File: config.mk
export PLATFORM = sky130hd
export DESIGN_NAME = csaa_back_flat
export DESIGN_NICKNAME = d
export VERILOG_FILES = /design/src/rtl/csaa_pkg.sv /design/src/rtl/csaa_if.sv /design/src/rtl/csaa_back.sv /design/src/flat_wrapper.sv
export SDC_FILE = /design/constraint.sdc
export NUM_CORES = 2
export LEC_CHECK = 0
export BUFFER_PORTS_ARGS = -buffer_cell sky130_fd_sc_hd__buf_2
export CORE_AREA = 2 2 451 453
export DETAILED_ROUTE_END_ITERATION = 8
export DIE_AREA = 0 0 453 455
export HOLD_SLACK_MARGIN = 0.06
export PLACE_DENSITY = 0.59
export SKIP_LAST_GASP = 1
export SLEW_MARGIN = 40
export SYNTH_ARGS = -nofsm -noshare
export SYNTH_HDL_FRONTEND = slang
export SYNTH_SLANG_ARGS = --single-unit
File: constraint.sdc
create_clock -name i_clk -period 14.8 [get_ports i_clk]
set_input_delay 1.48 -clock i_clk [delete_from_list [all_inputs] [get_ports i_clk]]
set_output_delay 1.48 -clock i_clk [all_outputs]
set_load 0.02 [all_outputs]
File: src/rtl/csaa_pkg.sv
// Package: widths, queue entry type and saturating add shared by the area accumulator.
`default_nettype none
package csaa_pkg;

    localparam int COORD_BITS    = 24;
    localparam int DIFF_BITS     = COORD_BITS + 1;
    localparam int TERM_BITS     = 2 * DIFF_BITS;
    localparam int ACC_BITS      = 64;
    localparam int AREA_BITS     = ACC_BITS - 1;
    localparam int ID_BITS       = 16;
    localparam int FIFO_DEPTH    = 4;
    localparam int FIFO_PTR_BITS = $clog2(FIFO_DEPTH);

    // One closed segment, already reduced to the operands of its two trapezoid terms.
    typedef struct packed {
        logic signed [DIFF_BITS-1:0] seg_dx;
        logic signed [DIFF_BITS-1:0] seg_sy;
        logic signed [DIFF_BITS-1:0] close_dx;
        logic signed [DIFF_BITS-1:0] close_sy;
        logic                        start;
        logic                        last;
        logic [ID_BITS-1:0]          id;
    } t_csaa_entry;

    typedef struct packed {
        logic signed [ACC_BITS-1:0] sum;
        logic                       clip;
    } t_csaa_sat;

    function automatic t_csaa_sat sat_add(input logic signed [ACC_BITS-1:0] a,
                                          input logic signed [ACC_BITS-1:0] b);
        logic [ACC_BITS:0] s;
        t_csaa_sat         r;
        s = {a[ACC_BITS-1], a} + {b[ACC_BITS-1], b};
        if (s[ACC_BITS] != s[ACC_BITS-1]) begin
            r.clip = 1'b1;
            r.sum  = s[ACC_BITS] ? {1'b1, {(ACC_BITS-1){1'b0}}}
                                 : {1'b0, {(ACC_BITS-1){1'b1}}};
        end else begin
            r.clip = 1'b0;
            r.sum  = s[ACC_BITS-1:0];
        end
        return r;
    endfunction

endpackage
`default_nettype wire

File: src/rtl/csaa_if.sv
// Interfaces: segment input channel and area result channel.
`default_nettype none


interface csaa_area_if;
    logic                                       valid;
    logic                                       ready;
    logic [csaa_pkg::ID_BITS-1:0]               area_contour_id;
    logic signed [csaa_pkg::AREA_BITS-1:0]      signed_area;
    logic                                       clockwise;
    logic                                       counter_clockwise;
    logic                                       saturated;

    modport source (output valid, area_contour_id, signed_area, clockwise,
                    counter_clockwise, saturated, input ready);
    modport sink (input valid, area_contour_id, signed_area, clockwise,
                  counter_clockwise, saturated, output ready);
endinterface
`default_nettype wire

File: src/rtl/csaa_back.sv
// Back end: products, saturating accumulator, closing term, halving and result register.
`default_nettype none
module csaa_back (
    input  wire logic                   i_clk,
    input  wire logic                   i_rst_n,
    input  wire logic                   i_pop_valid,
    input  wire csaa_pkg::t_csaa_entry  i_pop_data,
    output logic                        o_pop_ready,
    csaa_area_if.source                 o_area
);

    logic                                   w_en;

    // multiply stage
    logic                                   r_m_valid;
    logic signed [csaa_pkg::TERM_BITS-1:0]  r_m_t1;
    logic signed [csaa_pkg::TERM_BITS-1:0]  r_m_t2;
    logic                                   r_m_start;
    logic                                   r_m_last;
    logic [csaa_pkg::ID_BITS-1:0]           r_m_id;
    logic signed [csaa_pkg::TERM_BITS-1:0]  w_t1;
    logic signed [csaa_pkg::TERM_BITS-1:0]  w_t2;

    // accumulator loop
    logic signed [csaa_pkg::ACC_BITS-1:0]   r_acc;
    logic                                   r_clip;
    logic signed [csaa_pkg::ACC_BITS-1:0]   w_acc_base;
    logic                                   w_clip_base;
    csaa_pkg::t_csaa_sat                    w_acc_sum;

    // closing stage
    logic                                   r_c_valid;
    logic signed [csaa_pkg::ACC_BITS-1:0]   r_c_acc;
    logic                                   r_c_clip;
    logic signed [csaa_pkg::TERM_BITS-1:0]  r_c_t2;
    logic [csaa_pkg::ID_BITS-1:0]           r_c_id;
    csaa_pkg::t_csaa_sat                    w_close_sum;

    // halving stage
    logic                                   r_d_valid;
    logic signed [csaa_pkg::ACC_BITS-1:0]   r_d_sum;
    logic                                   r_d_clip;
    logic [csaa_pkg::ID_BITS-1:0]           r_d_id;
    logic [csaa_pkg::ACC_BITS-1:0]          w_adj;

    // result register
    logic                                   r_o_valid;
    logic [csaa_pkg::ID_BITS-1:0]           r_o_id;
    logic signed [csaa_pkg::AREA_BITS-1:0]  r_o_area;
    logic                                   r_o_cw;
    logic                                   r_o_ccw;
    logic                                   r_o_sat;

    // Hold the whole back end while a result beat waits.
    assign w_en        = !r_o_valid || o_area.ready;
    assign o_pop_ready = w_en;

    assign w_t1 = i_pop_data.seg_dx * i_pop_data.seg_sy;
    assign w_t2 = i_pop_data.close_dx * i_pop_data.close_sy;

    assign w_acc_base  = r_m_start ? '0 : r_acc;
    assign w_clip_base = r_m_start ? 1'b0 : r_clip;
    assign w_acc_sum   = csaa_pkg::sat_add(w_acc_base, csaa_pkg::ACC_BITS'(r_m_t1));
    assign w_close_sum = csaa_pkg::sat_add(r_c_acc, csaa_pkg::ACC_BITS'(r_c_t2));

    // Round toward zero: bump negative sums by one before dropping the low bit.
    assign w_adj = r_d_sum + {{(csaa_pkg::ACC_BITS-1){1'b0}}, r_d_sum[csaa_pkg::ACC_BITS-1]};

    always_ff @(posedge i_clk) begin
        if (!i_rst_n) begin
            r_m_valid <= 1'b0;
            r_c_valid <= 1'b0;
            r_d_valid <= 1'b0;
            r_o_valid <= 1'b0;
            r_acc     <= '0;
            r_clip    <= 1'b0;
        end else if (w_en) begin
            r_m_valid <= i_pop_valid;
            r_c_valid <= r_m_valid && r_m_last;
            r_d_valid <= r_c_valid;
            r_o_valid <= r_d_valid;
            if (r_m_valid) begin
                r_acc  <= w_acc_sum.sum;
                r_clip <= w_clip_base || w_acc_sum.clip;
            end
        end
    end

    always_ff @(posedge i_clk) begin
        if (w_en) begin
            r_m_t1    <= w_t1;
            r_m_t2    <= w_t2;
            r_m_start <= i_pop_data.start;
            r_m_last  <= i_pop_data.last;
            r_m_id    <= i_pop_data.id;

            r_c_acc   <= w_acc_sum.sum;
            r_c_clip  <= w_clip_base || w_acc_sum.clip;
            r_c_t2    <= r_m_t2;
            r_c_id    <= r_m_id;

            r_d_sum   <= w_close_sum.sum;
            r_d_clip  <= r_c_clip || w_close_sum.clip;
            r_d_id    <= r_c_id;

            r_o_id    <= r_d_id;
            r_o_area  <= w_adj[csaa_pkg::ACC_BITS-1:1];
            r_o_cw    <= !r_d_sum[csaa_pkg::ACC_BITS-1] && (r_d_sum != '0);
            r_o_ccw   <= r_d_sum[csaa_pkg::ACC_BITS-1];
            r_o_sat   <= r_d_clip;
        end
    end

    assign o_area.valid             = r_o_valid;
    assign o_area.area_contour_id   = r_o_id;
    assign o_area.signed_area       = r_o_area;
    assign o_area.clockwise         = r_o_cw;
    assign o_area.counter_clockwise = r_o_ccw;
    assign o_area.saturated         = r_o_sat;

endmodule
`default_nettype wire

File: src/flat_wrapper.sv
// flat-port wrapper written by rule: the top's interface ports become plain ports
module csaa_back_flat 
  (i_clk, i_rst_n, i_pop_valid, i_pop_data, o_pop_ready, o_area_valid, o_area_area_contour_id, o_area_signed_area, o_area_clockwise, o_area_counter_clockwise, o_area_saturated, o_area_ready);
  csaa_area_if o_area_i ();
  input  wire logic i_clk;
  input  wire logic i_rst_n;
  input  wire logic i_pop_valid;
  input  wire csaa_pkg::t_csaa_entry i_pop_data;
  output logic o_pop_ready;
  output wire logic [$bits(o_area_i.valid)-1:0] o_area_valid;
  output wire logic [$bits(o_area_i.area_contour_id)-1:0] o_area_area_contour_id;
  output wire logic [$bits(o_area_i.signed_area)-1:0] o_area_signed_area;
  output wire logic [$bits(o_area_i.clockwise)-1:0] o_area_clockwise;
  output wire logic [$bits(o_area_i.counter_clockwise)-1:0] o_area_counter_clockwise;
  output wire logic [$bits(o_area_i.saturated)-1:0] o_area_saturated;
  input wire logic [$bits(o_area_i.ready)-1:0] o_area_ready;
  assign o_area_valid = o_area_i.valid;
  assign o_area_area_contour_id = o_area_i.area_contour_id;
  assign o_area_signed_area = o_area_i.signed_area;
  assign o_area_clockwise = o_area_i.clockwise;
  assign o_area_counter_clockwise = o_area_i.counter_clockwise;
  assign o_area_saturated = o_area_i.saturated;
  assign o_area_i.ready = o_area_ready;
  csaa_back u_core (.i_clk(i_clk), .i_rst_n(i_rst_n), .i_pop_valid(i_pop_valid), .i_pop_data(i_pop_data), .o_pop_ready(o_pop_ready), .o_area(o_area_i));
endmodule
==> impl_results.md <==
- Post-CTS Hold Fix Bufs: 0
- Synth unique cells: 84
- Die X-Extent: 453 um
- Hold Path Depth: 0
- Post-synth design cell area: 70000 um2
- Register bit total from synthesis: 481
- Cts repair resizes: 0
- FF-to-FF Start: u_core.r_m_start$_DFFE_PN_
- Post-DRT Antenna Nets: 0
- Initial antenna violation count: 7
- Wirelength per Cell: 18.6 um
- Reg clk slew, reported paths: 60 ps
- Fin crit share: 0.601
- Clk_skew: 64.0 ps
- Inserted Clock Buffers: 54
- GRT Residual Overflow: 0
- Reg2Reg Depth: 16
- Synth Net Count: 8849
- Met1 WL: 78500 um
- GRT Total Usage: 0.177
- Post-CTS setup buffer count: 0
- Drt initial violations: 3136
- Worst-Skew Late Latency: 650 ps
- GP Congestion: 0.902
- Max Clk Rate: 0.112 GHz
- CP max stage delay: 560 ps
- Worst Path Arrival: 9230 ps
- WL met3: 7930 um
- Reg-to-reg slack, setup: 9460 ps
- HPWL Detailed: 142000 um
- Via density: 4.99
- Synth area leaders: fa_1 (38%), edfxtp_1 (18%), ha_1 (7.3%), inv_1 (7.0%), and2_1 (5.5%)
- Post-synth EDFFs: 412
- Synthesized area per cell: 10.0 um2
- Normalized max-slew margin: 0.402
- Starting density of the core: 0.348
- Crit Reg-Reg Endpoint: u_core.r_acc[36]$_SDFFE_PN0P_
- FF/Latch Area: 13800 um2
- Slowest-stage cell, CP: fa_1
- Max Used Layer: met5
- Root Driver: clkbuf_16
- CP required: 15140 ps
- # rows: 165
- Largest fanout on the critical path: 25
- HP Start: u_core.r_m_t2[16]$_DFFE_PN_
- RSZ-0062 raised after global routing: no
- Final setup viols: 0
- Crit path launch type: primary input
- Max-cap viol count: 0
- Max-slew violations: 0
- Die area: 206000 um2
- Crit. End Element: register
- WL met2: 89300 um
- Clock buffer depth: 3
- CTS tree: done
- Area leader, netlist: fa_1
- Vias in the first global route: 51.9k
- Nets: 8817
- Synth Warn #: 0
- First-pass GRT wire length: 289000 um
- PortBufs: 205
- Hold EP: u_core.r_c_t2[16]$_DFFE_PN_
- Routed via count: 48.3k
- Core footprint: 201000 um2
- Total Negative Setup Slacks: 0 ps
- Total iterations of the first detailed-routing run: 7
- FILL cells: 20.0k
- Crit path buffers/inverters: 6
- Worst path top cell family by delay: adder cells
- Commonest non-fill, non-tap cell in the layout: fa_1
- Outcome: completed
- Tmin final: 8890 ps
- Worst slew pin tran: 889 ps
- Sequential fraction of the synthesis area: 0.197
- Boundary Pins: 206
- Residual DRC: 0
- Synth async-reset ratio: 0
- Most used cell, CP: fa_1
- Layout area overhead: 7.53%
- Cells after Synth: 6998
- Final Hold Viols: 0
- CP Class: primary input to register
- DRT Wirelength: 181000 um
- Share of layout cells above drive strength 1: 0.0606
- Hold WC Path Type: register to register
- Die span in y: 455 um
- Largest net degree at the start of global routing: 109
- Synth Flop Type: edfxtp_1
- CTS sink count: 481
- H-tree Lvls: 2
- Multi-input combinational cell area: 50100 um2
- Most frequent cells in the layout: fa_1 (1317), inv_1 (1304), nand2_1 (766)
- Synth top area share: 0.377
worst reg2reg max path, stage by stage (launching register included):
cell	delay, ps
edfxtp_1	320
buf_4	610
nor2b_1	190
ha_1	390
o21ai_0	140
nor3_1	390
nor2_1	100
a22oi_1	570
nand4_1	240
a31oi_1	410
o21ai_2	180
o21ai_2	290
or2_1	210
o31a_4	440
buf_12	290
o21ai_2	200
o21ba_2	240
area by class of cell:
class,count,area share
Multi-Input combinational cell,4902,0.666
Sequential cell,481,0.183
Inverter,1306,0.0652
Tap cell,2672,0.0444
Clock buffer,69,0.0195
Timing Repair Buffer,221,0.0159
Clock inverter,32,0.00635
Antenna cell,6,0.000200
registers in the layout (all words and copies together), names as in the netlist:
signal / count
u_core.r_m_id: 16
u_core.r_c_t2: 50
u_core.r_d_valid: 1
u_core.r_m_start: 1
u_core.r_d_clip: 1
u_core.r_c_clip: 1
u_core.o_area.saturated: 1
u_core.o_area.area_contour_id: 16
u_core.r_d_id: 16
u_core.r_clip: 1
u_core.r_acc: 64
u_core.o_area.valid: 1
u_core.r_m_last: 1
u_core.o_area.clockwise: 1
u_core.r_c_id: 16
u_core.o_area.signed_area: 63
u_core.r_c_valid: 1
u_core.r_m_t2: 50
u_core.o_area.counter_clockwise: 1
u_core.r_m_t1: 50
u_core.r_d_sum: 64
u_core.r_m_valid: 1
u_core.r_c_acc: 64
per-layer routing:
metal	up-vias	track usage
li1	21800	-
met1	25100	0.235
met2	1162	0.305
met3	255	0.0188
met4	2	0.0506
met5	-	0
cell usage after synthesis (137+ instances only):
library cell  number
nand2_1          766
a21oi_1          265
inv_1           1305
fa_1            1318
nor2_1           137
o21ai_0          221
a21o_1           147
clkbuf_1         280
and2_1           618
xnor2_1          198
edfxtp_1         412
ha_1             411
cells by family (layout without fill, tap and decap cells):
kind of cell / after synthesis / in the layout / share of synthesized area
AND/OR/NAND/NOR: 1931 / 1931 / 0.139
adder cells (fa/ha/maj): 1729 / 1729 / 0.451
buffers and inverters: 1615 / 1628 / 0.0882
AO/OA/AOI/OAI: 939 / 939 / 0.0873
flip-flops: 481 / 481 / 0.197
XOR/XNOR: 297 / 297 / 0.0372
multiplexers: 6 / 6 / 0.00109
other: 0 / 6 / 0
worst max-delay path by stage:
stage                     cells past startpoint                            end             from  slack (ps)
after floorplan                               5  u_core.r_acc[32]$_SDFFE_PN0P_     o_area_ready        2510
after global placement                       25    u_core.r_m_t2[31]$_DFFE_PN_   i_pop_data[19]        5500
after detailed placement                     25    u_core.r_m_t1[49]$_DFFE_PN_   i_pop_data[72]        5350
after CTS                                    25    u_core.r_m_t1[49]$_DFFE_PN_   i_pop_data[72]        6000
after global routing                         25    u_core.r_m_t1[49]$_DFFE_PN_   i_pop_data[72]        5550
final                                        25    u_core.r_m_t1[49]$_DFFE_PN_  i_pop_data[106]        5910
through the flow:
step,std cells,cell area [um2],hold WS (ps),setup WS (ps),util
after floorplan,6998,70000,400,2510,-
after global placement,9580,73200,401,5500,0.364
after detailed placement,9582,73300,405,5350,0.364
after CTS,9683,75200,403,6000,0.374
after global routing,9686,75200,414,5550,0.374
final,9689,75300,385,5910,0.374
Power is left out: the tool's default activity adds up to more than one toggle a clock period on the data nets, which glitch-free logic cannot reach.
