===== src/rtl/csaa_pkg.sv =====
// Package: widths, queue entry type and saturating add shared by the area accumulator.
`default_nettype none
package csaa_pkg;

    localparam int COORD_BITS    = 24;
    localparam int DIFF_BITS     = COORD_BITS + 1;
    localparam int TERM_BITS     = 2 * DIFF_BITS;
    localparam int ACC_BITS      = 64;
    localparam int AREA_BITS     = ACC_BITS - 1;
    localparam int ID_BITS       = 16;
    localparam int FIFO_DEPTH    = 4;
    localparam int FIFO_PTR_BITS = $clog2(FIFO_DEPTH);

    // One closed segment, already reduced to the operands of its two trapezoid terms.
    typedef struct packed {
        logic signed [DIFF_BITS-1:0] seg_dx;
        logic signed [DIFF_BITS-1:0] seg_sy;
        logic signed [DIFF_BITS-1:0] close_dx;
        logic signed [DIFF_BITS-1:0] close_sy;
        logic                        start;
        logic                        last;
        logic [ID_BITS-1:0]          id;
    } t_csaa_entry;

    typedef struct packed {
        logic signed [ACC_BITS-1:0] sum;
        logic                       clip;
    } t_csaa_sat;

    function automatic t_csaa_sat sat_add(input logic signed [ACC_BITS-1:0] a,
                                          input logic signed [ACC_BITS-1:0] b);
        logic [ACC_BITS:0] s;
        t_csaa_sat         r;
        s = {a[ACC_BITS-1], a} + {b[ACC_BITS-1], b};
        if (s[ACC_BITS] != s[ACC_BITS-1]) begin
            r.clip = 1'b1;
            r.sum  = s[ACC_BITS] ? {1'b1, {(ACC_BITS-1){1'b0}}}
                                 : {1'b0, {(ACC_BITS-1){1'b1}}};
        end else begin
            r.clip = 1'b0;
            r.sum  = s[ACC_BITS-1:0];
        end
        return r;
    endfunction

endpackage
`default_nettype wire


===== src/rtl/csaa_fifo.sv =====
// Short queue of classified segments between front end and accumulator.
`default_nettype none
module csaa_fifo (
    input  wire logic                   i_clk,
    input  wire logic                   i_rst_n,
    input  wire logic                   i_push_valid,
    input  wire csaa_pkg::t_csaa_entry  i_push_data,
    output logic                        o_push_ready,
    output logic                        o_pop_valid,
    output csaa_pkg::t_csaa_entry       o_pop_data,
    input  wire logic                   i_pop_ready
);

    csaa_pkg::t_csaa_entry              r_mem [csaa_pkg::FIFO_DEPTH];
    logic [csaa_pkg::FIFO_PTR_BITS-1:0] r_wr_ptr;
    logic [csaa_pkg::FIFO_PTR_BITS-1:0] r_rd_ptr;
    logic [csaa_pkg::FIFO_PTR_BITS:0]   r_count;
    logic                               w_push;
    logic                               w_pop;

    assign o_push_ready = r_count != (csaa_pkg::FIFO_PTR_BITS+1)'(csaa_pkg::FIFO_DEPTH);
    assign o_pop_valid  = r_count != '0;
    assign o_pop_data   = r_mem[r_rd_ptr];
    assign w_push       = i_push_valid && o_push_ready;
    assign w_pop        = o_pop_valid && i_pop_ready;

    always_ff @(posedge i_clk) begin
        if (!i_rst_n) begin
            r_wr_ptr <= '0;
            r_rd_ptr <= '0;
            r_count  <= '0;
        end else begin
            if (w_push) begin
                r_wr_ptr <= r_wr_ptr + 1'b1;
            end
            if (w_pop) begin
                r_rd_ptr <= r_rd_ptr + 1'b1;
            end
            if (w_push && !w_pop) begin
                r_count <= r_count + 1'b1;
            end else if (w_pop && !w_push) begin
                r_count <= r_count - 1'b1;
            end
        end
    end

    always_ff @(posedge i_clk) begin
        if (w_push) begin
            r_mem[r_wr_ptr] <= i_push_data;
        end
    end

endmodule
`default_nettype wire


===== config.mk =====
export PLATFORM = sky130hd
export DESIGN_NAME = csaa_fifo
export DESIGN_NICKNAME = d
export VERILOG_FILES = /design/src/rtl/csaa_pkg.sv /design/src/rtl/csaa_fifo.sv
export SDC_FILE = /design/constraint.sdc
export NUM_CORES = 1
export LEC_CHECK = 0
export ABC_AREA = 1
export BUFFER_PORTS_ARGS = -buffer_cell sky130_fd_sc_hd__buf_2
export CORE_AREA = 8 8 178 247
export CTS_CLUSTER_DIAMETER = 50
export DETAILED_ROUTE_END_ITERATION = 10
export DIE_AREA = 0 0 186 255
export GPL_ROUTABILITY_DRIVEN = 1
export PLACE_DENSITY = 0.73
export SLEW_MARGIN = 20
export SYNTH_ARGS = -nofsm -noshare
export SYNTH_HDL_FRONTEND = slang
export SYNTH_SLANG_ARGS = --single-unit

===== constraint.sdc =====
create_clock -name i_clk -period 5.5 [get_ports i_clk]
set_input_delay 0.275 -clock i_clk [delete_from_list [all_inputs] [get_ports i_clk]]
set_output_delay 0.275 -clock i_clk [all_outputs]
set_load 0.05 [all_outputs]

==> results.tsv, run 1 <==
stage	metric	value	unit
setup_path	cp.required	5.22	ns
final_layout	final_cells	2123	
global_route	grt_max_degree	129	
pwr	switching_share	0.383	
final_layout	nets	1681	
drt	drt-wirelength-per-cell	19.6	um
pwr	p_leak	0.00777	uW
synthesis	synth_compound_area_frac	0.109	
pwr	ir_worst_vdd	0.405	mV
floorplanning	num_rows	87	
synthesis	synthSimpleGateAreaFrac	0.0573	
run	max_cap_viol_count	0	
place	place_congestion	0.732	
pwr	powerDensity	509	mW/mm^2
final_layout	nFillCells	3131	
min_path	worst_hold_path_type	in2reg	
setup_path	critPathKind	reg2out	
synthesis	synth_top_family_by_area	compound AO/OA/AOI/OAI gates	
synthesis	synth.area.mux_share	0	
global_route	grt_use_total	0.170	
outcome	status	completed	
floorplanning	die_h	255	um
setup_path	rrSetupSlack	2.94	ns
sta	setup-violations-final	0	
synthesis	synth_xor_area_frac	0.000491	
pwr	power_frac_seq	0.408	
min_path	hold_end	r_wr_ptr[0]$_SDFFE_PN0P_	
place	dp_cells	1920	
synthesis	yosys_warnings	0	
drt	num_vias	11274	
setup_path	reg2reg_from	r_count[0]$_SDFFE_PN0P_	
drt	finalWirelength	41700	um
cts	clk_latency	0.55	ns
setup_path	crit_fanout	128	
drt	drt_iter0_drc	782	
setup_path	r2r_cells	5	
sta	fin_crit	3.57	ns
place	dp_hpwl	22700	um
sta	period_share	0.649	
sta	max_freq	280	MHz
drt	detail-route-antenna-nets	0	
setup_path	critPathLaunchType	flop	
sta	finalHoldViolations	0	
global_route	first_global_vias	11577	
final_layout	multi_input_area	0.00308	mm^2
min_path	hp-start	i_push_valid	
synthesis	postSynthAreaPerCell	14.8	um^2
global_route	antenna_found_initial	3	
drt	via_per_inst	5.31	
place	numPortBuffers	241	
cts	cts_inserted_buffers	46	
cts	cts_tree	yes	
floorplanning	dieArea	0.0474	mm^2
sta	slew-limit-headroom	0.292	
cts	clock_sinks	481	
drt	drt_pre_antenna_iters	5	
cts	ctsHtreeMaxLevel	2	
floorplanning	start_util	0.445	
final_layout	area_growth	24.4	%
synthesis	synth_area	0.0178	mm^2
min_path	hold_depth	4	
floorplanning	fp.dieW	186	um
global_route	grt_overflow	0	
sta	finalWorstSetupSlack	1.93	ns
global_route	grt_first_pass_wirelength	62400	um
synthesis	yosysSeqAreaShare	0.805	
pwr	switching_power	4330	uW
pwr	power.internal	6960	uW
setup_path	arrival	3.30	ns
synthesis	yosys_register_bits	481	
cts	cts_resized	0	
synthesis	ys_types	21	
final_layout	seqCellArea	0.0144	mm^2
cts	cts_setup_buffers	0	
setup_path	critPathCaptureType	output pin	
pwr	comb_power_share	0.322	
floorplanning	core_area	0.0401	mm^2
place	place_ws	2.53	ns
setup_path	timing.rr.end	r_mem[0][78]$_DFFE_PP_	
sta	rsz0062_at_grt	no	
synthesis	syn_nets	1337	
cts	clock_path_buffers	3	
pwr	p_clk_frac	0.270	
drt	drc_errors	0	
synthesis	synth_fa_ha_area_frac	0.00463	
floorplanning	io_pins	242	
sta	tightest_slew	1.06	ns
sta	drv_slew	0	
synthesis	syn_inst	1209	
sta	fin_worst_skew	0.0142	ns
final_layout	drive_gt1_frac	0.208	
cts	cts_root_buffer	clkbuf_16	
cts	path_clk_slew	0.06	ns
-- cells in the mapped netlist --
master / instances / area share
nand3_1: 4 / 0.0011
fa_1: 1 / 0.0011
clkbuf_1: 56 / 0.012
dfxtp_1: 9 / 0.010
o21ai_1: 8 / 0.0022
inv_2: 1 / 0.00021
o22ai_1: 118 / 0.041
clkbuf_2: 1 / 0.00028
edfxtp_1: 472 / 0.79
ha_1: 5 / 0.0035
clkinv_1: 1 / 0.00021
a21oi_1: 3 / 0.00084
o21ai_0: 229 / 0.064
buf_4: 3 / 0.0013
inv_1: 14 / 0.0029
nand2_1: 15 / 0.0032
buf_2: 9 / 0.0025
nand3b_1: 1 / 0.00042
nor2_1: 250 / 0.053
xor2_1: 1 / 0.00049
buf_6: 8 / 0.0050
-- worst max-delay path by stage --
stage,start,endpoint,slack (ns),depth (start not counted)
final,flop,o_pop_data[7],1.93,5
after global placement,flop,o_pop_data[0],2.60,5
after detailed placement,flop,o_pop_data[0],2.53,5
after global routing,flop,o_pop_data[112],1.75,5
after floorplan,r_count[0]$_SDFFE_PN0P_,r_mem[0][0]$_DFFE_PP_,-1.08,4
after CTS,flop,o_pop_data[112],1.91,5
-- critical path, cell delays in order, from the launching register on --
cell,delay [ns]
dfxtp_4,0.53
inv_6,0.71
buf_4,0.63
o21ai_0,0.22
o22ai_1,0.21
buf_2,0.31
-- area by class of cell --
class                      instances  area share
inverter                          16     0.00299
timing repair buffer             373       0.114
clock inverter                    23      0.0102
clock buffer                      59      0.0560
sequential                       481       0.647
tap                              534      0.0301
multi-input combinational        635       0.139
antenna                            2    0.000226
-- metrics by stage --
stage | hold slack [ns] | power [uW] | TNS, ns | util | cell area [um^2]
after floorplan | 0.374 | 7350 | -508.27 | - | 17800
after global placement | 0.484 | 8190 | 0 | 0.487 | 19500
after detailed placement | 0.490 | 8270 | 0 | 0.487 | 19500
after CTS | 0.0169 | 11400 | 0 | 0.554 | 22200
after global routing | 0.0367 | 11700 | 0 | 0.554 | 22200
final | 0.0426 | 11300 | 0 | 0.554 | 22200
-- what timing repair did --
action	in CTS	in global routing
setup endpoints to repair	0	0
hold buffers	119	0
endpoints found under the hold margin	475	0
-- registers in the layout, indices dropped and copies added (netlist names), named ones only --
| signal | count |
|---|---|
| r_rd_ptr | 2 |
| r_mem | 472 |
| r_count | 3 |
| r_wr_ptr | 2 |
-- power groups by stage --
stage / combinational [uW] / sequential (uW) / clock, uW
2_1_floorplan: 2690 / 4660 / 0
3_3_place_gp: 3530 / 4660 / 0
3_5_place_dp: 3590 / 4680 / 0
4_1_cts: 3670 / 4600 / 3120
5_1_grt: 3840 / 4640 / 3250
6_report: 3630 / 4610 / 3050
-- kinds of logic after synthesis --
logic type | Yosys count
DFF | 481
AOI/OAI and AO/OA | 358
and+or+nand+nor | 270
buffers and inverters | 93
adders and majority gates | 6
xor gates and xnor gates | 1
-- cell usage in the layout, fill, tap and decap left out, drive strengths merged --
master | synthesis | routed
clkinv | 1 | 15
o21ai | 237 | 237
dlygate4sd3 | 0 | 119
nand3 | 4 | 4
clkbuf | 57 | 59
nand3b | 1 | 1
edfxtp | 472 | 472
nor2 | 250 | 250
dfxtp | 9 | 9
bufinv | 0 | 3
ha | 5 | 5
clkinvlp | 0 | 2
diode | 0 | 2
o22ai | 118 | 118
a21oi | 3 | 3
buf | 20 | 254
fa | 1 | 1
xor2 | 1 | 1
nand2 | 15 | 15
inv | 15 | 19
-- routing by layer --
metal  wire [um]  vias up  part of all wire  GRT usage
li1            -     5237                 -          -
met5          10        -           0.00024          0
met2       22000      356              0.53      0.312
met3        2370       73             0.057     0.0297
met4        1130        2             0.027     0.0627
met1       16200     5606              0.39      0.194
Note: power is estimated with default switching activity, not from simulation.
==> run 2, diff against run 1 <==
- clock period: 5.5 -> 3.1 ns (I/O delays scaled with it)
==> run 2 against run 1 <==
  * Final cell count barely moved
  * Clock power grew 60%
  * Global-route usage shrank 0.38 points
  * Clock skew grew 0.0072 ns
  * Sequential power grew 76%
  * Sequential cell count is the same
  * Final area about the same
  * Wire length shrank 3.1%
  * Highest routed layer is now met4
==> results.tsv, run 2 (synthesis results as in run 1) <==
stage	metric	value	unit	change
min_path	worst_hold_path_type	in2reg		
global_route	grt_use_total	0.166		-0.00381
setup_path	critPathCaptureType	output pin		
setup_path	worst_path_max_delay_cell	dfxtp_4		
run	max_cap_viol_count	0		unchanged
drt	via_per_inst	5.30		-0.10%
place	place_congestion	0.712		-2.8%
place	dp_hpwl	22300	um	-1.5%
place	placed_area	0.0197	mm^2	+0.82%
final_layout	drive_gt1_frac	0.205		-0.00328
drt	drt_pre_antenna_iters	5		unchanged
final_layout	nFillCells	3141		+0.32%
pwr	ir_worst_vdd	0.710	mV	+75%
sta	tightest_slew	0.699	ns	-0.363 ns
cts	ctsHtreeMaxLevel	2		unchanged
cts	clock_sinks	481		unchanged
pwr	switching_share	0.384		+0.00113
drt	finalWirelength	40400	um	-3.1%
pwr	switching_power	7520	uW	+74%
global_route	first_global_vias	11529		-0.41%
cts	cts_root_buffer	clkbuf_16		
pwr	p_leak	0.00776	uW	-0.18%
sta	max_freq	371	MHz	
floorplanning	fp.dieW	186	um	unchanged
pwr	powerDensity	882	mW/mm^2	+73%
global_route	antenna_found_initial	2		-1
drt	drt-wirelength-per-cell	19.0	um	-3.2%
sta	fin_worst_skew	0.0214	ns	+0.00718 ns
final_layout	final_cell_area	0.0222	mm^2	about the same
outcome	status	completed		
floorplanning	io_pins	242		unchanged
drt	drt_iter0_drc	671		-14%
floorplanning	start_util	0.445		unchanged
sta	fin_crit	2.70	ns	
sta	finalHoldViolations	0		unchanged
global_route	grt_max_degree	121		-6.2%
global_route	met3_usage	0.0297		unchanged
drt	detail-route-antenna-nets	0		unchanged
floorplanning	die_h	255	um	unchanged
sta	rsz0062_at_grt	no		
drt	num_vias	11273		-0.0089%
sta	final.setup.tns	0	ns	unchanged
cts	clk_latency	0.54	ns	about the same
global_route	grt_overflow	0		unchanged
cts	path_clk_slew	0.06	ns	about the same
floorplanning	dieArea	0.0474	mm^2	unchanged
global_route	met2_usage	0.307		-0.00524
setup_path	cp.required	2.94	ns	-2.28 ns
cts	cts_inserted_buffers	44		-4.3%
final_layout	mostFrequentLayoutCells	472 x edfxtp_1, 246 x nor2_1, 241 x buf_2		
cts	cts_tree	yes		
final_layout	final_common_cell	edfxtp_1		
sta	setup-violations-final	0		unchanged
pwr	comb_power_share	0.337		+0.015
setup_path	cp_slowest_stage_delay	0.48	ns	-0.23 ns
drt	drc_errors	0		unchanged
final_layout	reg_top3	r_mem (472), r_count (3)		
place	numPortBuffers	241		unchanged
pwr	power_frac_seq	0.414		+0.006
cts	clock_path_buffers	3		unchanged
sta	drv_slew	0		unchanged
final_layout	nets	1686		+0.30%
setup_path	crit_chain	inv_6, buf_4, o21ai_0, o22ai_1, buf_2		
global_route	grt_first_pass_wirelength	60900	um	-2.5%
sta	period_share	0.870		
final_layout	largest_register	r_mem		
final_layout	final_cells	2125		+0.094%
setup_path	critPathLaunchType	flop		
cts	cts_resized	0		unchanged
floorplanning	num_rows	87		unchanged
setup_path	critPathKind	reg2out		
pwr	p_clk_frac	0.249		-0.021
pwr	power.internal	12100	uW	+73%
floorplanning	core_area	0.0401	mm^2	unchanged
place	dp_cells	1925		+0.26%
global_route	grt_util_met1	0.183		-0.0105
final_layout	area_growth	24.4	%	about the same
setup_path	arrival	2.54	ns	-0.76 ns
setup_path	crit_fanout	52		-59%
global_route	grt-busiest-layer	met2		
final_layout	largest_register_ffs	472		unchanged
sta	slew-limit-headroom	0.534		+0.242
-- run 2: changes by cell type in the layout (fill, tap and decap cells not counted), sizes merged, moves of 2 or more --
cell / change
dlygate4sd3: +2
clkbuf: -7
clkinv: +6
bufinv: -2
inv: -3
buf: +5
-- run 2: metrics by stage --
stage,hold slack (ns),power [uW],util,worst slack (ns)
after floorplan,0.254,13000,-,0.0737
after global placement,0.363,14600,0.491,1.03
after detailed placement,0.369,14700,0.491,0.967
after CTS,0.330,19700,0.554,0.374
after global routing,0.357,20400,0.554,0.264
final,0.361,19600,0.554,0.402
-- run 2: repair_timing --
item / 4_1_cts / 5_1_grt
hold buffers: 121 / 0
setup buffers: 0 / 0
endpoints found under the hold margin: 481 / 0
setup endpoints to repair: 0 / 0
-- run 2: final timing paths --
kind	start	cells past startpoint	end	slack, ns
max	flop	5	o_pop_data[30]	0.40
min	i_push_data[21]	2	r_mem[0][21]$_DFFE_PP_	0.36
max reg2reg	r_count[0]$_SDFFE_PN0P_	9	r_count[1]$_SDFFE_PN0P_	1.04
min reg2reg	r_rd_ptr[0]$_SDFFE_PN0P_	2	flop	0.50
-- run 2: cell type report --
class                           count  area, um^2  area share
Sequential cell                   481       14400       0.647
Multi-Input combinational cell    635        3090       0.139
Inverter                           16        66.3     0.00299
Timing Repair Buffer              380        2700       0.122
Clock inverter                     24         148     0.00665
Clock buffer                       52        1150      0.0519
Antenna cell                        3        7.51    0.000338
Tap cell                          534         668      0.0301
-- run 2: power by group through the flow --
stage / combinational, uW / clock [uW] / sequential (uW)
floorplan: 4790 / 0 / 8180
global placement: 6410 / 0 / 8210
detailed placement: 6510 / 0 / 8230
CTS: 6650 / 4980 / 8100
global route: 7010 / 5210 / 8160
finish: 6600 / 4880 / 8100
-- run 2: routing by layer --
metal,part of all wire,up-vias
met3,0.062,74
li1,-,5255
met2,0.53,392
met4,0.032,0
met5,0,-
met1,0.37,5552
-- run 2: worst max-delay path, delay by kind of cell (launching register included) --
family / cells / cell delay [ns]
AOI/OAI and AO/OA: 2 / 0.38
buffers and inverters: 3 / 1.12
DFF: 1 / 0.48
==> run 3, diff against run 2 <==
- CORE_AREA: 8 8 178 247 -> 8 8 191 230
- DIE_AREA: 0 0 186 255 -> 0 0 199 238
==> run 3 against run 2 <==
  * Sequential power barely moved
  * First-iteration DRC count is 9.1% higher
  * Via count is 0.73% higher
  * Non-clock buffer count up 4
  * Wire length up 3.6%
  * Final area increased by 1.0%
  * Final cell count increased by 0.94%
==> results.tsv, run 3 (synthesis results as in run 1) <==
stage	metric	value	unit	change
outcome	status	completed		
sta	final.setup.tns	0	ns	unchanged
setup_path	arrival	2.54	ns	about the same
cts	ctsHtreeMaxLevel	2		unchanged
pwr	powerDensity	901	mW/mm^2	+2.2%
final_layout	mostFrequentLayoutCells	472 x edfxtp_1, 246 x nor2_1, 241 x buf_2		
global_route	grt_overflow	0		unchanged
setup_path	reg2reg_from	r_count[1]$_SDFFE_PN0P_		
cts	cts_root_buffer	clkbuf_16		
drt	drt_pre_antenna_iters	5		unchanged
sta	finalWorstSetupSlack	0.406	ns	+0.00389 ns
sta	tightest_slew	0.757	ns	+0.0577 ns
pwr	ir_worst_vdd	0.670	mV	-5.6%
floorplanning	core_area	0.0402	mm^2	+0.44%
min_path	hold_end	r_mem[3][19]$_DFFE_PP_		
min_path	worst_hold_path_type	in2reg		
sta	slew-limit-headroom	0.495		-0.0385
floorplanning	die_h	238	um	-6.7%
cts	cts_inserted_buffers	48		+9.1%
drt	drt_iter0_drc	732		+9.1%
sta	setup-violations-final	0		unchanged
place	dp_hpwl	22800	um	+2.3%
sta	fin_crit	2.69	ns	-0.00389 ns
place	place_ws	1.02	ns	+0.0568 ns
final_layout	largest_register_ffs	472		unchanged
run	max_cap_viol_count	0		unchanged
global_route	grt_first_pass_wirelength	63500	um	+4.2%
sta	drv_slew	0		unchanged
setup_path	r2r_cells	9		unchanged
final_layout	nets	1694		+0.47%
global_route	first_global_vias	11656		+1.1%
place	numPortBuffers	241		unchanged
cts	cts_resized	0		unchanged
setup_path	cp.required	2.94	ns	about the same
global_route	grt_use_total	0.170		+0.00441
final_layout	largest_register	r_mem		
floorplanning	io_pins	242		unchanged
drt	finalWirelength	41800	um	+3.6%
drt	num_vias	11355		+0.73%
final_layout	drive_gt1_frac	0.210		+0.00557
setup_path	rrSetupSlack	1.04	ns	about the same
sta	max_freq	371	MHz	+0.14%
global_route	antenna_found_initial	5		+3
pwr	p_leak	0.00787	uW	+1.5%
setup_path	timing.rr.end	r_count[1]$_SDFFE_PN0P_		
cts	path_clk_slew	0.06	ns	about the same
min_path	hold_depth	2		unchanged
drt	via_per_inst	5.29		-0.21%
cts	cts_tree	yes		
setup_path	critPathLaunchType	flop		
place	place_congestion	0.745		+4.7%
cts	clock_path_buffers	3		unchanged
drt	drt-wirelength-per-cell	19.5	um	+2.6%
sta	finalHoldViolations	0		unchanged
floorplanning	start_util	0.443		-0.00195
final_layout	reg_top3	r_mem (472), r_count (3)		
sta	fin_worst_skew	0.0190	ns	-0.00236 ns
final_layout	final_common_cell	edfxtp_1		
floorplanning	fp.dieW	199	um	+7.0%
cts	clock_sinks	481		unchanged
floorplanning	dieArea	0.0474	mm^2	-0.14%
cts	cts_setup_buffers	0		unchanged
setup_path	crit_fanout	134		+160%
sta	period_share	0.869		-0.00126
drt	drc_errors	0		unchanged
final_layout	area_growth	25.7	%	
global_route	grt_max_degree	135		+12%
setup_path	critPathCaptureType	output pin		
cts	cts_hold_buf	122		+0.83%
min_path	hp-start	i_push_data[19]		
sta	rsz0062_at_grt	no		
cts	clk_latency	0.55	ns	about the same
floorplanning	num_rows	81		-6.9%
setup_path	critPathKind	reg2out		
drt	detail-route-antenna-nets	0		unchanged
-- run 3: changes by cell type in the layout (fill, tap and decap cells not counted), moves of 2 or more --
| cell | before | now |
|---|---|---|
| buf_4 | 6 | 10 |
| bufinv_16 | 1 | 3 |
| clkbuf_16 | 45 | 49 |
| inv_6 | 1 | 4 |
| inv_8 | 1 | 3 |
-- run 3: cell type report --
class / instances / area, um^2
clock buffers: 57 / 1260
multi-input cells: 635 / 3090
inverters: 16 / 66.3
repair buffers: 384 / 2720
fillers: 3092 / 17800
clock inverters: 30 / 246
diodes: 3 / 7.51
flip-flops and latches: 481 / 14400
well taps: 539 / 674
-- run 3: worst max path at each step --
stage                                       start                     to  cells after the start  slack (ns)
after floorplan           r_count[0]$_SDFFE_PN0P_  r_mem[0][0]$_DFFE_PP_                      4        0.07
after global placement                       flop         o_pop_data[68]                      5        1.07
after detailed placement                     flop        o_pop_data[112]                      5        1.02
after CTS                                    flop        o_pop_data[112]                      5        0.39
after global routing                         flop         o_pop_data[88]                      4        0.26
final                                        flop         o_pop_data[88]                      4        0.41
-- run 3: report_power, final --
part	switching [uW]	internal, uW	total, uW
registers	211	7900	8110
clock network	2330	3160	5490
logic	5170	1440	6610
-- run 3: through the flow --
stage          total power, uW  hold slack (ns)  cells  area (um^2)  utilization
2_1_floorplan            13000            0.254   1209        17900            -
3_3_place_gp             14700            0.364   1933        19700        0.490
3_5_place_dp             14800            0.371   1933        19700        0.490
4_1_cts                  20400            0.308   2142        22400        0.557
5_1_grt                  21000            0.325   2144        22400        0.557
6_report                 20200            0.345   2145        22400        0.557
-- run 3: worst max-delay path, cell delays in order, from the launching register on --
cell     delay, ns
dfxtp_4       0.57
buf_12        0.41
o21ai_0       0.22
o22ai_1       0.27
buf_2         0.31
-- run 3: routing by layer --
layer | routed length (um) | part of all wire | up-vias | GRT usage
li1 | - | - | 5285 | -
met1 | 16300 | 0.39 | 5587 | 0.203
met2 | 21500 | 0.51 | 397 | 0.303
met3 | 2870 | 0.069 | 82 | 0.0348
met4 | 1160 | 0.028 | 4 | 0.0594
met5 | 16 | 0.00038 | - | 0
