**src/rtl/csaa_pkg.sv**
```systemverilog
// Package: widths, queue entry type and saturating add shared by the area accumulator.
`default_nettype none
package csaa_pkg;

    localparam int COORD_BITS    = 24;
    localparam int DIFF_BITS     = COORD_BITS + 1;
    localparam int TERM_BITS     = 2 * DIFF_BITS;
    localparam int ACC_BITS      = 64;
    localparam int AREA_BITS     = ACC_BITS - 1;
    localparam int ID_BITS       = 16;
    localparam int FIFO_DEPTH    = 4;
    localparam int FIFO_PTR_BITS = $clog2(FIFO_DEPTH);

    // One closed segment, already reduced to the operands of its two trapezoid terms.
    typedef struct packed {
        logic signed [DIFF_BITS-1:0] seg_dx;
        logic signed [DIFF_BITS-1:0] seg_sy;
        logic signed [DIFF_BITS-1:0] close_dx;
        logic signed [DIFF_BITS-1:0] close_sy;
        logic                        start;
        logic                        last;
        logic [ID_BITS-1:0]          id;
    } t_csaa_entry;

    typedef struct packed {
        logic signed [ACC_BITS-1:0] sum;
        logic                       clip;
    } t_csaa_sat;

    function automatic t_csaa_sat sat_add(input logic signed [ACC_BITS-1:0] a,
                                          input logic signed [ACC_BITS-1:0] b);
        logic [ACC_BITS:0] s;
        t_csaa_sat         r;
        s = {a[ACC_BITS-1], a} + {b[ACC_BITS-1], b};
        if (s[ACC_BITS] != s[ACC_BITS-1]) begin
            r.clip = 1'b1;
            r.sum  = s[ACC_BITS] ? {1'b1, {(ACC_BITS-1){1'b0}}}
                                 : {1'b0, {(ACC_BITS-1){1'b1}}};
        end else begin
            r.clip = 1'b0;
            r.sum  = s[ACC_BITS-1:0];
        end
        return r;
    endfunction

endpackage
`default_nettype wire

```
**src/rtl/csaa_if.sv**
```systemverilog
// Interfaces: segment input channel and area result channel.
`default_nettype none
interface csaa_seg_if;
    logic                                       valid;
    logic                                       ready;
    logic signed [csaa_pkg::COORD_BITS-1:0]     start_x;
    logic signed [csaa_pkg::COORD_BITS-1:0]     start_y;
    logic [csaa_pkg::ID_BITS-1:0]               contour_id;
    logic                                       is_closed;
    logic                                       last_of_contour;

    modport source (output valid, start_x, start_y, contour_id, is_closed, last_of_contour,
                    input ready);
    modport sink (input valid, start_x, start_y, contour_id, is_closed, last_of_contour,
                  output ready);
endinterface

`default_nettype wire

```
**src/rtl/csaa_front.sv**
```systemverilog
// Front end: accepts segments, drops open ones, tracks first and previous points.
`default_nettype none
module csaa_front (
    input  wire logic               i_clk,
    input  wire logic               i_rst_n,
    csaa_seg_if.sink                i_seg,
    output csaa_pkg::t_csaa_entry   o_push_data,
    output logic                    o_push_valid,
    input  wire logic               i_push_ready
);

    logic                                   r_in_contour;
    logic signed [csaa_pkg::COORD_BITS-1:0] r_first_x;
    logic signed [csaa_pkg::COORD_BITS-1:0] r_first_y;
    logic signed [csaa_pkg::COORD_BITS-1:0] r_prev_x;
    logic signed [csaa_pkg::COORD_BITS-1:0] r_prev_y;

    logic                                   w_accept;
    logic                                   w_take;
    logic signed [csaa_pkg::COORD_BITS-1:0] w_first_x;
    logic signed [csaa_pkg::COORD_BITS-1:0] w_first_y;

    assign i_seg.ready = i_push_ready;
    assign w_accept    = i_seg.valid && i_seg.ready;
    assign w_take      = w_accept && i_seg.is_closed;

    // A contour's first segment is its own first point.
    assign w_first_x = r_in_contour ? r_first_x : i_seg.start_x;
    assign w_first_y = r_in_contour ? r_first_y : i_seg.start_y;

    always_comb begin
        o_push_valid         = w_take;
        o_push_data.start    = !r_in_contour;
        o_push_data.last     = i_seg.last_of_contour;
        o_push_data.id       = i_seg.contour_id;
        if (r_in_contour) begin
            o_push_data.seg_dx = csaa_pkg::DIFF_BITS'(i_seg.start_x)
                               - csaa_pkg::DIFF_BITS'(r_prev_x);
            o_push_data.seg_sy = csaa_pkg::DIFF_BITS'(i_seg.start_y)
                               + csaa_pkg::DIFF_BITS'(r_prev_y);
        end else begin
            o_push_data.seg_dx = '0;
            o_push_data.seg_sy = '0;
        end
        o_push_data.close_dx = csaa_pkg::DIFF_BITS'(w_first_x)
                             - csaa_pkg::DIFF_BITS'(i_seg.start_x);
        o_push_data.close_sy = csaa_pkg::DIFF_BITS'(w_first_y)
                             + csaa_pkg::DIFF_BITS'(i_seg.start_y);
    end

    always_ff @(posedge i_clk) begin
        if (!i_rst_n) begin
            r_in_contour <= 1'b0;
        end else if (w_take) begin
            r_in_contour <= !i_seg.last_of_contour;
        end
    end

    always_ff @(posedge i_clk) begin
        if (w_take) begin
            r_first_x <= w_first_x;
            r_first_y <= w_first_y;
            r_prev_x  <= i_seg.start_x;
            r_prev_y  <= i_seg.start_y;
        end
    end

endmodule
`default_nettype wire

```
**src/flat_wrapper.sv**
```systemverilog
// flat-port wrapper written by rule: the top's interface ports become plain ports
module csaa_front_flat 
  (i_clk, i_rst_n, o_push_data, o_push_valid, i_push_ready, i_seg_valid, i_seg_start_x, i_seg_start_y, i_seg_contour_id, i_seg_is_closed, i_seg_last_of_contour, i_seg_ready);
  csaa_seg_if i_seg_i ();
  input  wire logic i_clk;
  input  wire logic i_rst_n;
  output csaa_pkg::t_csaa_entry o_push_data;
  output logic o_push_valid;
  input  wire logic i_push_ready;
  input wire logic [$bits(i_seg_i.valid)-1:0] i_seg_valid;
  input wire logic [$bits(i_seg_i.start_x)-1:0] i_seg_start_x;
  input wire logic [$bits(i_seg_i.start_y)-1:0] i_seg_start_y;
  input wire logic [$bits(i_seg_i.contour_id)-1:0] i_seg_contour_id;
  input wire logic [$bits(i_seg_i.is_closed)-1:0] i_seg_is_closed;
  input wire logic [$bits(i_seg_i.last_of_contour)-1:0] i_seg_last_of_contour;
  output wire logic [$bits(i_seg_i.ready)-1:0] i_seg_ready;
  assign i_seg_i.valid = i_seg_valid;
  assign i_seg_i.start_x = i_seg_start_x;
  assign i_seg_i.start_y = i_seg_start_y;
  assign i_seg_i.contour_id = i_seg_contour_id;
  assign i_seg_i.is_closed = i_seg_is_closed;
  assign i_seg_i.last_of_contour = i_seg_last_of_contour;
  assign i_seg_ready = i_seg_i.ready;
  csaa_front u_core (.i_clk(i_clk), .i_rst_n(i_rst_n), .i_seg(i_seg_i), .o_push_data(o_push_data), .o_push_valid(o_push_valid), .i_push_ready(i_push_ready));
endmodule
```
**config.mk**
```make
export PLATFORM = sky130hd
export DESIGN_NAME = csaa_front_flat
export DESIGN_NICKNAME = d
export VERILOG_FILES = /design/src/rtl/csaa_pkg.sv /design/src/rtl/csaa_if.sv /design/src/rtl/csaa_front.sv /design/src/flat_wrapper.sv
export SDC_FILE = /design/constraint.sdc
export NUM_CORES = 1
export LEC_CHECK = 0
export BUFFER_PORTS_ARGS = -buffer_cell sky130_fd_sc_hd__buf_2
export CORE_UTILIZATION = 61
export CTS_CLUSTER_DIAMETER = 100
export DETAILED_ROUTE_END_ITERATION = 10
export PLACE_DENSITY = 0.88
export SKIP_CTS_REPAIR_TIMING = 1
export SLEW_MARGIN = 20
export SYNTH_ARGS = -nofsm -noshare
export SYNTH_HDL_FRONTEND = slang
export SYNTH_SLANG_ARGS = --single-unit
```
**constraint.sdc**
```tcl
create_clock -name i_clk -period 5.15 [get_ports i_clk]
set_input_delay 0.2575 -clock i_clk [delete_from_list [all_inputs] [get_ports i_clk]]
set_output_delay 0.2575 -clock i_clk [all_outputs]
set_load 0.02 [all_outputs]
```
==> key figures, run 1 <==
Status
  – Outcome: finished, final reports clean

Place
  – Gp weighted congestion: 0.988
  – IO buf count: 157
  – Hpwl dp: 16,200 um
  – Cells after DPL: 1,294

Setup path
  – Critical path fanouts, max: 28
  – R2R Path Start: u_core.r_in_contour
  – Worst setup SP type: flop
  – R2R Setup Slk: 3.40 ns
  – CP endpoint kind: output port
  – Crit path DAT: 4.05 ns
  – Worst path required time: 4.89 ns
  – Type of the worst setup path: reg -> out
  – R2R depth: 2
  – Reg-to-Reg End: u_core.r_first_y[19]

Routing
  – Starting DRT DRC Count: 644
  – WL met1: 9210 um
  – Met3 WL: 1240 um
  – Drt via density: 6.02
  – Final wirelength: 21,400 um
  – DR vias: 7,891
  – TritonRoute pass-1 iters: 5
  – WL/cell: 16.3 um
  – Number of remaining DRC errors: 0
  – DR top layer: met4
  – Met2 Wirelength: 10,500 um
  – Routed Antenna Nets: 0

Hold path
  – Hold path startpoint: i_seg_start_x[3]
  – Hold Path Stages: 1
  – Worst min path class: in -> reg
  – Hold Path Sink: u_core.r_prev_x[3]

Synth
  – Cell taking the most area after synthesis: edfxtp_1
  – Synthesized flop and latch total: 97
  – Unique masters post-synth: 68
  – Gate count after technology mapping: 998
  – Post-synthesis sequential area ratio: 32.6%
  – Post-Syn Area: 8920 um2
  – Top_reg_cell synth: edfxtp_1
  – Syn_area_per_cell: 8.93 um2
  – Area contributors post-synth: edfxtp_1 32%, ha_1 13%, o21ai_0 4.2%, xnor2_1 4.1%, nor2_1 3.8%
  – Ys async rst share: 0%
  – Synth top area share: 32.3%
  – Total number of yosys warnings: 0
  – Post-synth EDFFs: 96
  – Synth Net Count: 1,168

GRT
  – Total GRT Usage: 28.3%
  – Initial antenna violation count: 0
  – Global-route wire length before repair: 33,700 um
  – Vias in the first global route: 7,245
  – Largest net degree at the start of global routing: 53
  – Grt ovf: 0

Finish
  – Most frequent cells in the layout: 157 x buf_2, 96 x ha_1, 96 x edfxtp_1, 91 x nor2_1, 79 x inv_1
  – Final Util: 71.1%
  – Share of layout cells above drive strength 1: 19.8%
  – Most common cell after layout, fill and taps aside: buf_2
  – Nets: 1,295
  – Synthesis-to-layout area growth: 12.4%
  – Number of diodes: 0
  – Layout Cells excl Fill: 1,310

Clock tree
  – Reg clk slew, reported paths: 0.07 ns
  – Htree depth: 3
  – Clk root buf: clkbuf_16
  – Worst-Skew Late Latency: 0.36 ns
  – Clk sinks: 97
  – CTS tree: yes
  – CTS Buf Count: 9
  – Max Root-Sink Buffers: 2

Pwr
  – Cell Pwr Density: 269 nW/um2
  – Net Sw Power: 0.000993 W
  – Internal: 0.00170 W
  – P_leak: 4.53 nW
  – Combinational Power Share: 41.0%
  – Clock power share: 25.0%
  – Sequential Power Share: 34.0%
  – VDD IR-drop max: 0.000171 V
  – Switching Fraction: 36.8%

Run
  – Max Cap Viol: 0

Timing
  – Layout Skew: 0.00583 ns
  – Worst rel slew slack: 52.9%
  – Minimum clock period: 4.31 ns
  – Period utilization: 83.7%
  – Setup TNS: 0 ns
  – Final setup fails: 0
  – RSZ-0062 raised after global routing: no
  – Max Fclk: 0.232 GHz
  – Final hold vios: 0
  – Tightest Pin Transition: 0.697 ns
  – Slew Limit Fails: 0

Floorplanning
  – Site row count: 43
  – Core Box Area: 14,100 um2
  – Die X: 123 um
  – Die ar.: 15,100 um2
  – Die Y: 123 um
  – Initial Util: 63.3%
  – Ports: 190
==> synthesized netlist by cell type (all sizes together), types with 6 or more instances <==
cell,count
o21bai,8
a21oi,66
nor2b,12
o21a,14
mux2,23
a211oi,12
xor2,22
mux2i,6
nand4,10
o211ai,8
o21ai,80
ha,96
clkbuf,25
inv,79
a31oi,18
a21boi,8
buf,21
and3,8
a21o,42
nand2,73
edfxtp,96
nand2b,15
nor3,21
nand3,24
nor2,91
a211o,6
xnor2,42
==> cell type report <==
| cell class | count | area, um2 |
|---|---|---|
| inverters | 80 | 300 |
| flip-flops and latches | 97 | 2900 |
| fillers | 1062 | 4070 |
| well taps | 180 | 225 |
| clock inverters | 7 | 70.1 |
| repair buffers | 162 | 823 |
| multi-input cells | 775 | 5480 |
| clock buffers | 9 | 225 |
==> power groups by stage <==
stage                     registers [W]  clock network, W  logic [W]
after floorplan                0.000931                 0   0.000816
after global placement         0.000933                 0    0.00106
after detailed placement       0.000935                 0    0.00108
after CTS                      0.000918          0.000673    0.00109
after global routing           0.000921          0.000701    0.00120
final                          0.000918          0.000673    0.00111
==> metal layers <==
metal,vias up,GRT usage (%)
met1,3642,36.3
met2,293,48.4
met5,-,0
met4,0,10.5
met3,42,4.06
li1,3914,-
==> kinds of logic after synthesis <==
| family | after synthesis | share of synthesized area (%) |
|---|---|---|
| AOI/OAI and AO/OA | 307 | 22.8 |
| xor gates and xnor gates | 64 | 6.29 |
| muxes | 29 | 3.58 |
| DFF | 97 | 32.6 |
| buffers and inverters | 126 | 6.08 |
| adders and majority gates | 100 | 14.4 |
| and+or+nand+nor | 275 | 14.4 |
==> flip-flops by register name, indices dropped and copies added (netlist names) <==
name	cells
u_core.r_first_x	24
u_core.r_first_y	24
u_core.r_prev_x	24
u_core.r_prev_y	24
u_core.r_in_contour	1
==> worst max-delay path by stage <==
stage	slack, ns	end	start	cells after the start
finish	0.84	o_push_data[67]	u_core.r_in_contour	12
global route	0.62	o_push_data[67]	u_core.r_in_contour	12
CTS	0.88	o_push_data[67]	u_core.r_in_contour	12
detailed placement	1.27	o_push_data[67]	u_core.r_in_contour	12
global placement	1.38	o_push_data[67]	u_core.r_in_contour	12
floorplan	1.51	o_push_data[67]	u_core.r_in_contour	13
==> stage by stage <==
step,worst slack [ns],cell area [um2],hold slack [ns],power [W]
2_1_floorplan,1.51,8920,0.356,0.00175
3_3_place_gp,1.38,9730,0.477,0.00199
3_5_place_dp,1.27,9730,0.472,0.00202
4_1_cts,0.878,10000,0.113,0.00269
5_1_grt,0.621,10000,0.124,0.00282
6_report,0.839,10000,0.114,0.00270
==> worst max-delay path, cell delays in order, from the launching register on <==
cell	delay, ns
dfxtp_2	0.71
clkinv_1	0.26
a21boi_0	0.28
ha_1	0.24
fa_1	0.22
nor2b_1	0.06
o21ai_1	0.17
a21boi_1	0.16
o31ai_1	0.60
nor4_1	0.11
or4_1	0.49
a31oi_1	0.21
buf_2	0.19
(Power assumes the default switching activity.)
==> run 2: changes to the inputs <==
- CORE_UTILIZATION: 61 -> 57
- PLACE_DENSITY: 0.88 -> 0.83
- clock period: 5.15 -> 4.2 ns (I/O delays scaled with it)
==> run 2 against run 1 <==
Via count decreased by 1.1%. Non-clock buffer count decreased by 1. Routed wire length decreased by 4.1%. Flip-flop and latch count unchanged. Core utilization decreased by 5.1 points. Total power increased by 22%. Count of clock-buffer cells in the layout unchanged. Sequential share of layout area decreased by 0.13 points. Critical endpoint unchanged.
==> key figures, run 2 (synthesized netlist as in run 1, its figures left out) <==
Floorplanning
  – Core Box Area: 15,300 um2
  – Die X: 127 um
  – Ports: 190
  – Initial Util: 58.4%
  – Die ar.: 16,100 um2
  – Die Y: 127 um
  – Site row count: 45

Routing
  – Final wirelength: 20,500 um
  – Number of remaining DRC errors: 0
  – DR vias: 7,801
  – Starting DRT DRC Count: 656
  – WL/cell: 15.3 um
  – TritonRoute pass-1 iters: 6
  – Drt via density: 5.82
  – Routed Antenna Nets: 0

Setup path
  – Crit path DAT: 3.75 ns
  – Critical path fanouts, max: 16
  – Slowest cell on crit path: dfxtp_2
  – Reg-to-Reg End: u_core.r_first_y[12]
  – Delay-heaviest family, CP: compound AO/OA/AOI/OAI gates
  – Critical Path Stages: 12
  – Crit-path cells: clkinv_1 -> a21boi_0 -> ha_1 -> fa_1 -> nor2b_1 -> o21ai_1 -> a21boi_1 -> o31ai_2 -> nor4_1 -> or4_1 -> a31oi_1 -> buf_2
  – Crit path launch: u_core.r_in_contour
  – Buf+Inv Stages, Crit Path: 2
  – R2R Path Start: u_core.r_in_contour
  – R2R depth: 2
  – Critical path endpoint: o_push_data[67]
  – CP max stage delay: 0.59 ns
  – Worst setup SP type: flop
  – Worst path required time: 3.99 ns
  – CP endpoint kind: output port
  – R2R Setup Slk: 2.53 ns
  – Type of the worst setup path: reg -> out

Place
  – IO buf count: 157
  – Hpwl dp: 15,700 um
  – Placed Area: 9770 um2
  – Gp weighted congestion: 0.906

Timing
  – Slew Limit Fails: 0
  – Tightest Pin Transition: 1.04 ns
  – Final setup fails: 0
  – RSZ-0062 raised after global routing: no
  – Minimum clock period: 3.96 ns
  – Max Fclk: 0.252 GHz
  – Worst rel slew slack: 30.4%
  – Setup TNS: 0 ns
  – Layout Skew: 0.00821 ns
  – Period utilization: 94.3%
  – Final hold vios: 0

GRT
  – Initial antenna violation count: 0
  – Vias in the first global route: 7,166
  – Largest net degree at the start of global routing: 80
  – Grt ovf: 0
  – Global-route wire length before repair: 33,100 um
  – Total GRT Usage: 25.2%

Pwr
  – VDD IR-drop max: 0.000235 V
  – P_leak: 4.53 nW
  – Cell Pwr Density: 327 nW/um2

Hold path
  – Hold Path Stages: 1
  – Worst min path class: in -> reg

Clock tree
  – Worst-Skew Late Latency: 0.35 ns
  – Max Root-Sink Buffers: 2
  – Clk sinks: 97
  – Clk root buf: clkbuf_16
  – Reg clk slew, reported paths: 0.07 ns
  – CTS Buf Count: 9
  – CTS tree: yes
  – Htree depth: 3

Status
  – Outcome: finished, final reports clean

Finish
  – Share of layout cells above drive strength 1: 19.8%
  – Nets: 1,294
  – Fin area: 10,100 um2
  – Synthesis-to-layout area growth: 13.0%
  – Number of diodes: 0
  – Most common cell after layout, fill and taps aside: buf_2
  – Most frequent cells in the layout: 157 x buf_2, 96 x ha_1, 96 x edfxtp_1, 91 x nor2_1, 79 x inv_1

Run
  – Max Cap Viol: 0
-- run 2: area by class of cell --
type                       count  area, um2
tap                          211        264
multi-input combinational    775       5480
clock inverter                 7       67.6
clock buffer                   9        225
inverter                      80        300
timing repair buffer         161        828
fill                        1261       5190
sequential                    97       2900
-- run 2: routing by layer --
| metal | GRT usage, % | vias to the layer above | routed length, um | part of all wire (%) |
|---|---|---|---|---|
| met1 | 31.7 | 3621 | 9120 | 44 |
| met4 | 8.75 | 0 | 473 | 2.3 |
| met2 | 43.3 | 218 | 9820 | 48 |
| met5 | 0 | - | 0 | 0 |
| li1 | - | 3922 | - | - |
| met3 | 4.77 | 40 | 1120 | 5.4 |
-- run 2: how the worst min path moves through the flow --
stage                                     from                 end  slack, ns
final                         i_seg_start_x[0]  u_core.r_prev_x[0]       0.09
after global routing          i_seg_start_x[8]  u_core.r_prev_x[8]       0.08
after CTS                     i_seg_start_x[0]  u_core.r_prev_x[0]       0.07
after detailed placement  i_seg_contour_id[11]     o_push_data[11]       0.42
after global placement    i_seg_contour_id[11]     o_push_data[11]       0.42
after floorplan               i_seg_start_x[0]  u_core.r_prev_x[0]       0.31
-- run 2: report_power, final --
part / internal (W) / leakage, nW / switching (W)
sequential: 0.00111 / 0.891 / 0.0000122
clock: 0.000461 / 0.141 / 0.000361
combinational: 0.000517 / 3.50 / 0.000832
-- run 2: metrics by stage --
| stage | hold slack [ns] | utilization [%] | total power, W | cells | worst slack, ns |
|---|---|---|---|---|---|
| 4_1_cts | 0.0720 | 66.0 | 0.00329 | 1340 | 0.0989 |
| 3_5_place_dp | 0.420 | 64.1 | 0.00247 | 1324 | 0.488 |
| 2_1_floorplan | 0.309 | - | 0.00214 | 998 | 0.604 |
| 5_1_grt | 0.0825 | 66.0 | 0.00347 | 1340 | 0.0121 |
| 6_report | 0.0858 | 66.0 | 0.00329 | 1340 | 0.238 |
| 3_3_place_gp | 0.420 | 64.1 | 0.00245 | 1324 | 0.636 |
==> run 3: changes to the inputs <==
- CORE_MARGIN: not set -> 5
==> run 3 against run 2 <==
Clock skew is 0.0032 ns lower. First-iteration DRC count down 37%. Sequential power barely moved. Non-clock buffer count up 3. Setup slack better by 0.096 ns. Core utilization increased by 0.31 points. Maximum frequency rose by 2.5%. Global-route usage decreased by 2.7 points. Sequential share of layout area is 0.14 points lower. Total power grew 3.1%. Combinational power about the same. Final cell count hardly changed.
==> key figures, run 3 (synthesized netlist as in run 1, its figures left out) <==
Floorplanning
  – Core Box Area: 15,300 um2
  – Ports: 190
  – Initial Util: 58.4%
  – Die X: 135 um
  – Die Y: 135 um
  – Die ar.: 18,200 um2
  – Site row count: 45

Timing
  – Worst rel slew slack: 39.4%
  – Max Fclk: 0.259 GHz
  – Setup TNS: 0 ns
  – Period utilization: 92.0%
  – Fin worst setup slack: 0.335 ns
  – Tightest Pin Transition: 0.909 ns
  – Final setup fails: 0
  – RSZ-0062 raised after global routing: no
  – Minimum clock period: 3.87 ns
  – Slew Limit Fails: 0
  – Final hold vios: 0
  – Layout Skew: 0.00500 ns

Routing
  – Final wirelength: 21,200 um
  – Drt via density: 5.83
  – Starting DRT DRC Count: 416
  – WL/cell: 15.8 um
  – DR vias: 7,819
  – Routed Antenna Nets: 0
  – TritonRoute pass-1 iters: 5
  – Number of remaining DRC errors: 0

Status
  – Outcome: finished, final reports clean

Clock tree
  – Clk root buf: clkbuf_16
  – Clk sinks: 97
  – CTS Buf Count: 9
  – Worst-Skew Late Latency: 0.34 ns
  – CTS tree: yes
  – Reg clk slew, reported paths: 0.07 ns
  – Max Root-Sink Buffers: 2
  – Htree depth: 3

Run
  – Max Cap Viol: 0

Finish
  – Share of layout cells above drive strength 1: 19.9%
  – Nets: 1,297
  – Number of diodes: 0
  – Most frequent cells in the layout: 157 x buf_2, 96 x ha_1, 96 x edfxtp_1, 91 x nor2_1, 79 x inv_1
  – Synthesis-to-layout area growth: 13.5%
  – Most common cell after layout, fill and taps aside: buf_2

Pwr
  – Design Power: 0.00340 W
  – Switching Fraction: 35.0%
  – Cell Pwr Density: 336 nW/um2
  – Sequential Power Share: 33.0%
  – VDD IR-drop max: 0.000202 V
  – Internal: 0.00221 W
  – P_leak: 4.56 nW
  – Net Sw Power: 0.00119 W
  – Combinational Power Share: 39.9%
  – Clock power share: 27.0%

Setup path
  – Delay-heaviest family, CP: compound AO/OA/AOI/OAI gates
  – CP endpoint kind: output port
  – Worst setup SP type: flop
  – Worst path required time: 3.99 ns
  – Slowest cell on crit path: fa_1
  – Crit path DAT: 3.66 ns
  – Crit-path cells: buf_6 -> mux2_2 -> ha_1 -> fa_1 -> nand3_1 -> a31o_2 -> a221oi_1 -> a41oi_1 -> o22ai_1 -> o41ai_1 -> a31o_2 -> buf_2
  – Type of the worst setup path: reg -> out
  – Critical path fanouts, max: 27
  – CP max stage delay: 0.45 ns
  – Buf+Inv Stages, Crit Path: 2
  – Most frequent CP cell: a31o_2

GRT
  – Total GRT Usage: 22.5%
  – Initial antenna violation count: 0
  – Grt ovf: 0
  – Vias in the first global route: 7,391
  – Global-route wire length before repair: 34,100 um
  – Largest net degree at the start of global routing: 69

Place
  – Pre-CTS setup slack: 0.611 ns
  – Hpwl dp: 16,800 um
  – IO buf count: 157
  – Gp weighted congestion: 0.945

Hold path
  – Worst min path class: in -> reg
-- run 3: changes by cell type in the layout (fill, tap and decap cells not counted), moves of 2 or more --
| cell | delta |
|---|---|
| inv_6 | -2 |
| bufinv_16 | +2 |
| clkinv_1 | -2 |
| buf_4 | +3 |
-- run 3: cell type report --
cell class,instances,area (um2)
inverter,80,300
sequential,97,2900
fill,1282,5140
clock buffer,9,225
clock inverter,5,106
tap,211,264
timing repair buffer,164,842
multi-input combinational,775,5480
-- run 3: worst paths after layout --
path                            start              endpoint  slack [ns]  depth (start not counted)
hold reg to reg   u_core.r_first_y[3]   u_core.r_first_y[3]        0.58                          1
setup reg to reg  u_core.r_in_contour  u_core.r_first_x[23]        2.77                          3
setup / recovery  u_core.r_in_contour       o_push_data[40]        0.33                         12
hold / removal      i_seg_start_x[19]   u_core.r_prev_x[19]        0.08                          1
-- run 3: power groups by stage --
stage | clock [W] | sequential (W) | combinational [W]
detailed placement | 0 | 0.00114 | 0.00134
floorplan | 0 | 0.00114 | 0.00100
finish | 0.000918 | 0.00112 | 0.00136
global placement | 0 | 0.00114 | 0.00132
CTS | 0.000924 | 0.00112 | 0.00135
global route | 0.000961 | 0.00112 | 0.00149
-- run 3: through the flow --
stage | instances | instance area, um2 | utilization (%) | hold WS (ns)
final | 1341 | 10100 | 66.3 | 0.0825
after global routing | 1341 | 10100 | 66.3 | 0.0857
after CTS | 1341 | 10100 | 66.3 | 0.0788
after detailed placement | 1327 | 9780 | 64.1 | 0.420
after global placement | 1327 | 9780 | 64.1 | 0.420
after floorplan | 998 | 8920 | - | 0.309
-- run 3: metal layers --
metal | part of all wire, % | vias up | global-route usage [%] | wire length (um)
met2 | 48 | 234 | 39.2 | 10200
li1 | - | 3919 | - | -
met4 | 2.6 | 0 | 7.89 | 550
met1 | 43 | 3625 | 28.3 | 9190
met3 | 5.9 | 41 | 3.73 | 1250
met5 | 0 | - | 0 | 0
